File: src/hw/rtl/sfl_pkg.sv
// Shared constants and request kind codes for the slot free-list store.
// No dependencies; used by the core and by sfl_recov.
package sfl_pkg;

   localparam int SLOTS_DEFAULT = 256;

   localparam int KIND_W  = 3;
   localparam int IDX_W   = 8;
   localparam int STAMP_W = 64;
   localparam int GRANT_W = 8;
   localparam int COUNT_W = 9;

   localparam logic [KIND_W-1:0] KIND_ACQUIRE = 3'd0;
   localparam logic [KIND_W-1:0] KIND_COMMIT  = 3'd1;
   localparam logic [KIND_W-1:0] KIND_RELEASE = 3'd2;
   localparam logic [KIND_W-1:0] KIND_PUBLISH = 3'd3;
   localparam logic [KIND_W-1:0] KIND_QUERY   = 3'd4;
   localparam logic [KIND_W-1:0] KIND_REBUILD = 3'd5;

   localparam logic STATUS_DONE  = 1'b0;
   localparam logic STATUS_EMPTY = 1'b1;

endpackage

File: src/hw/rtl/sfl_recov.sv
// Recoverability test of one slot against the published mark.
// Depends on sfl_pkg for the stamp width.
module sfl_recov (
   input  logic                               live,
   input  logic signed [sfl_pkg::STAMP_W-1:0] stamp,
   input  logic signed [sfl_pkg::STAMP_W-1:0] published,
   output logic                               recoverable
);

   assign recoverable = live && (stamp > 0) && (stamp <= published);

endmodule
File: config.mk
export PLATFORM = sky130hd
export DESIGN_NAME = sfl_recov
export DESIGN_NICKNAME = d
export VERILOG_FILES = /design/src/hw/rtl/sfl_pkg.sv /design/src/hw/rtl/sfl_recov.sv
export SDC_FILE = /design/constraint.sdc
export NUM_CORES = 1
export LEC_CHECK = 0
export BUFFER_PORTS_ARGS = -buffer_cell sky130_fd_sc_hd__buf_2
export CAP_MARGIN = 20
export CORE_MARGIN = 2
export CORE_UTILIZATION = 47
export DETAILED_ROUTE_END_ITERATION = 10
export PLACE_DENSITY = 0.9
export SLEW_MARGIN = 20
export SYNTH_ARGS = -nofsm -noshare
export SYNTH_HDL_FRONTEND = slang
export SYNTH_SLANG_ARGS = --single-unit
export TNS_END_PERCENT = 50
File: constraint.sdc
create_clock -name vclk -period 6.78
set_input_delay 0.678 -clock vclk [all_inputs]
set_output_delay 0.678 -clock vclk [all_outputs]
set_load 0.05 [all_outputs]
==> results of run 1 <==
[placed cells by master (no fill, tap or decap), types with 2 or more instances in the layout]
cell type  instances
buf_2            130
inv_1             67
ha_1              64
a21oi_1           24
nor4_1            19
nand4_1           17
nand2_1           13
o21ai_0            7
nand3_1            6
a21o_1             5
a221o_1            4
and4_1             3
nor2_1             3
nor3_1             2
[layout make-up]
cell class	instances	area (µm²)	area share
well taps	48	60.1	0.0239
repair buffers	130	651	0.259
multi-input cells	185	1550	0.618
inverters	67	251	0.100
[how the worst max path moves through the flow]
stage | from | to | cells after the start
global route | stamp[57] | recoverable | 10
floorplan | published[58] | recoverable | 9
detailed placement | stamp[63] | recoverable | 10
global placement | stamp[63] | recoverable | 10
finish | stamp[63] | recoverable | 10
CTS | stamp[63] | recoverable | 10
[kinds of logic after synthesis]
group / after synthesis / synth area share
AO/OA/AOI/OAI: 50 / 0.180
buffers and inverters: 67 / 0.139
XOR/XNOR: 1 / 0.00485
adder cells (fa/ha/maj): 64 / 0.444
AND/OR/NAND/NOR: 70 / 0.232
[power breakdown]
group | switching, µW | internal [µW] | total [µW]
Sequential | 0 | 0 | 0
Clock | 0 | 0 | 0
Combinational | 67.3 | 67.7 | 135
[critical path, stage by stage]
cell and delay (ps):
buf_2 130, ha_1 340, nand4_1 180, or4_4 490, nor3_2 210, o311ai_1 120, nand4_1 130, xnor2_1 90
a2111oi_2 340, buf_2 320
[through the flow]
| step | hold slack, ps | std cells | utilization |
|---|---|---|---|
| 4_1_cts | 1760 | 430 | 0.682 |
| 5_1_grt | 1770 | 430 | 0.682 |
| 6_report | 1760 | 430 | 0.682 |
| 2_1_floorplan | 1470 | 252 | - |
| 3_5_place_dp | 1760 | 430 | 0.682 |
| 3_3_place_gp | 1750 | 430 | 0.682 |
[cells in the mapped netlist, types with 2 or more instances]
| library cell | n |
|---|---|
| inv_1 | 67 |
| o21ai_0 | 7 |
| and4_1 | 3 |
| nand2_1 | 13 |
| nand3_1 | 6 |
| a221o_1 | 4 |
| nand4_1 | 17 |
| nor2_1 | 3 |
| nor4_1 | 19 |
| ha_1 | 64 |
| nor3_1 | 2 |
| a21oi_1 | 24 |
| a21o_1 | 5 |
[layer usage]
metal  track usage  routed length [µm]
met2         0.494                2640
met1         0.269                2150
met5             0                   0
met3        0.0290                 456
met4        0.0281                  63
==> results.cfg, run 1 <==
[cts]
postCtsSetupRepairBufs = 0
hold_buffers = 0
cts_resized = 0

[sta]
setup_tns_ps = 0
slew_headroom = 0.733
max_freq_mhz = 268
slew_viol_final = 0
tightest_slew_ps = 397
rsz0062_at_grt = no
setup_violations = 0
fin_crit_ps = 3730
hold_viol = 0
timing.final.crit_share = 0.550
setup_slack_ps = 3050

[grt]
overflow = 0
grt_pass1_vias = 2187
grt_pass1_wl_um = 8540
antenna_found_initial = 0
grt_max_degree = 5
gr-usage-all-layers = 0.242

[floorplanning]
placementRows = 22
num_io_pins = 130
die_h_um = 66.0
die_x_um = 66.0
die-area_um2 = 4350
coreArea_um2 = 3690
start_util = 0.489

[worst_hold_path]
holdPathEnd = recoverable
hp-class = in2out
hold_depth = 4
min-delay-start = live

[routing]
post-route-drc-count = 0
drt_wl_total_um = 5310
wire_per_inst_um = 12.3
vias_per_cell = 5.29
vias = 2275
detail-route-antenna-nets = 0
drt_iter0_drc = 87
dr.pass1.iters = 4

[logic_synthesis]
synth_top_area_cell = ha_1
synth_top_area_share = 0.444
avgSynthCellArea_um2 = 7.16
synthCells = 252
ys_warn_count = 0
syn_area_um2 = 1810
synth_top_cells_by_area = ha_1 (44%), inv_1 (14%), a21oi_1 (6.7%)
ys_seq_area_frac = 0
synth_cell_types = 31
synth_nets = 445

[setup_path]
cp.required_ps = 6100
crit_type = in2out
endpoint_kind = primary output
start_kind = primary input
crit_arrival_ps = 3050
critPathMaxFanout = 4

[placement]
place_area_um2 = 2520
place_congestion = 0.775
dpl.hpwl_um = 5070
dp_slack_ps = 3050
io_buffers = 130

[cells_and_area]
seq_cells = 0
final_area_um2 = 2520
antennaDiodeCount = 0
syn_to_final_growth_pct = 39.4
final_layout_size_suffix_gt1_frac = 0.359
fill_cells = 325
nNetsFinal = 577
regArea_um2 = 0
clkbuf_count = 0

[flow_run]
maxCapViolations = 0

[power_and_ir_drop]
p_per_area_nw_per_um2 = 53.6
finalPower_uw = 135
vdd_drop_max_mv = 0.0272
p_leak_uw = 0.00158

[outcome]
outcome = finished, final reports clean
Note: power is estimated with default switching activity, not from simulation.
==> run 2: changes to the inputs <==
CORE_UTILIZATION = 44   (was 47)
PLACE_DENSITY = 0.85   (was 0.9)
clock period = 3.6 ns   (was 6.78 ns; I/O delays follow)
==> run 2 against run 1 <==
Final cell count grew 0.47%. Hold slack lost 640 ps. Clock-buffer cell count is the same. Critical path depth is the same. Power grew 87%.
==> results.cfg, run 2 (synthesis results as in run 1) <==
[routing]
post-route-drc-count = 0
detail-route-antenna-nets = 0
wire_per_inst_um = 11.8
drt_iter0_drc = 77
drt_wl_total_um = 5120
vias = 2275
vias_per_cell = 5.27
dr.pass1.iters = 6

[cells_and_area]
fill_cells = 367
regArea_um2 = 0
clkbuf_count = 0
seq_cells = 0
nNetsFinal = 577
final_cell_count_no_fill = 432
final_area_um2 = 2520
syn_to_final_growth_pct = 39.5
multi_input_area_um2 = 1550
mostFrequentLayoutCell = buf_2
final_cell_mix = buf_2 (130), inv_1 (67), ha_1 (64)
antennaDiodeCount = 0
final_layout_size_suffix_gt1_frac = 0.359

[cts]
postCtsSetupRepairBufs = 0
cts_resized = 0
hold_buffers = 0

[grt]
grt_pass1_vias = 1956
antenna_found_initial = 0
grt_max_degree = 5
gr-usage-all-layers = 0.214
grt_pass1_wl_um = 7910
overflow = 0

[worst_hold_path]
hp-class = in2out

[sta]
tightest_slew_ps = 456
hold_viol = 0
fin_hold_ws_ps = 1120
rsz0062_at_grt = no
fin_crit_ps = 3170
slew_headroom = 0.693
slew_viol_final = 0
setup_slack_ps = 425
timing.final.crit_share = 0.882
max_freq_mhz = 315
setup_tns_ps = 0
setup_violations = 0

[floorplanning]
die-area_um2 = 4630
coreArea_um2 = 3970
num_io_pins = 130
placementRows = 23
die_x_um = 68.1
die_h_um = 68.1
start_util = 0.455

[setup_path]
cp.required_ps = 3240
max_stage_delay_ps = 390
critPathMaxFanout = 2
endpoint_kind = primary output
crit_top_cell = buf_2
crit_type = in2out
cp_slowest_cell = a2111oi_2
crit_arrival_ps = 2810
start_kind = primary input
worstPathCellList = buf_2 > ha_1 > a21o_1 > a21o_2 > a221o_1 > o311ai_1 > nand4_1 > xnor2_1 > a2111oi_2 > buf_2

[placement]
dp_slack_ps = 416
place_congestion = 0.829
place_area_um2 = 2520
dpl.hpwl_um = 4860
io_buffers = 130
placed_cells = 432

[power_and_ir_drop]
p_sw_uw = 125
vdd_drop_max_mv = 0.0438
pwr-share-comb = 1.000
p_per_area_nw_per_um2 = 100
power_frac_clock = 0
switching_share = 0.496
p_int_uw = 127
p_leak_uw = 0.00158
p_seq_frac = 0

[flow_run]
maxCapViolations = 0

[outcome]
outcome = finished, final reports clean
-- run 2: area by class of cell --
type,instances,share of cell area
Tap cell,50,0.0248
Timing Repair Buffer,130,0.258
Multi-Input combinational cell,185,0.617
Inverter,67,0.0999
-- run 2: worst paths after layout --
path,slack [ps],endpoint,cells after the start,from
setup / recovery,430,recoverable,10,stamp[13]
hold / removal,1120,recoverable,3,stamp[63]
-- run 2: per-stage QoR --
step            util  total power (µW)
6_report       0.634               252
2_1_floorplan      -               136
3_3_place_gp   0.634               244
5_1_grt        0.634               292
3_5_place_dp   0.634               252
4_1_cts        0.634               254
-- run 2: power groups by stage --
stage / Combinational [µW] / Sequential (µW) / Clock [µW]
after CTS: 254 / 0 / 0
after global routing: 292 / 0 / 0
after detailed placement: 252 / 0 / 0
after floorplan: 136 / 0 / 0
after global placement: 244 / 0 / 0
final: 252 / 0 / 0
-- run 2: worst max-delay path: cells and delay by family --
family / cells / cell delay, ps
compound gates: 5 / 1400
fa+ha+maj: 1 / 310
simple gates: 1 / 150
xor+xnor: 1 / 160
buf+inv: 2 / 440
-- run 2: routing by layer --
layer  GRT usage  part of all wire  wire (µm)
met1       0.257              0.44       2230
met2       0.426              0.48       2460
met3      0.0197             0.083        424
met4     0.00500                 0          0
met5           0                 0          0
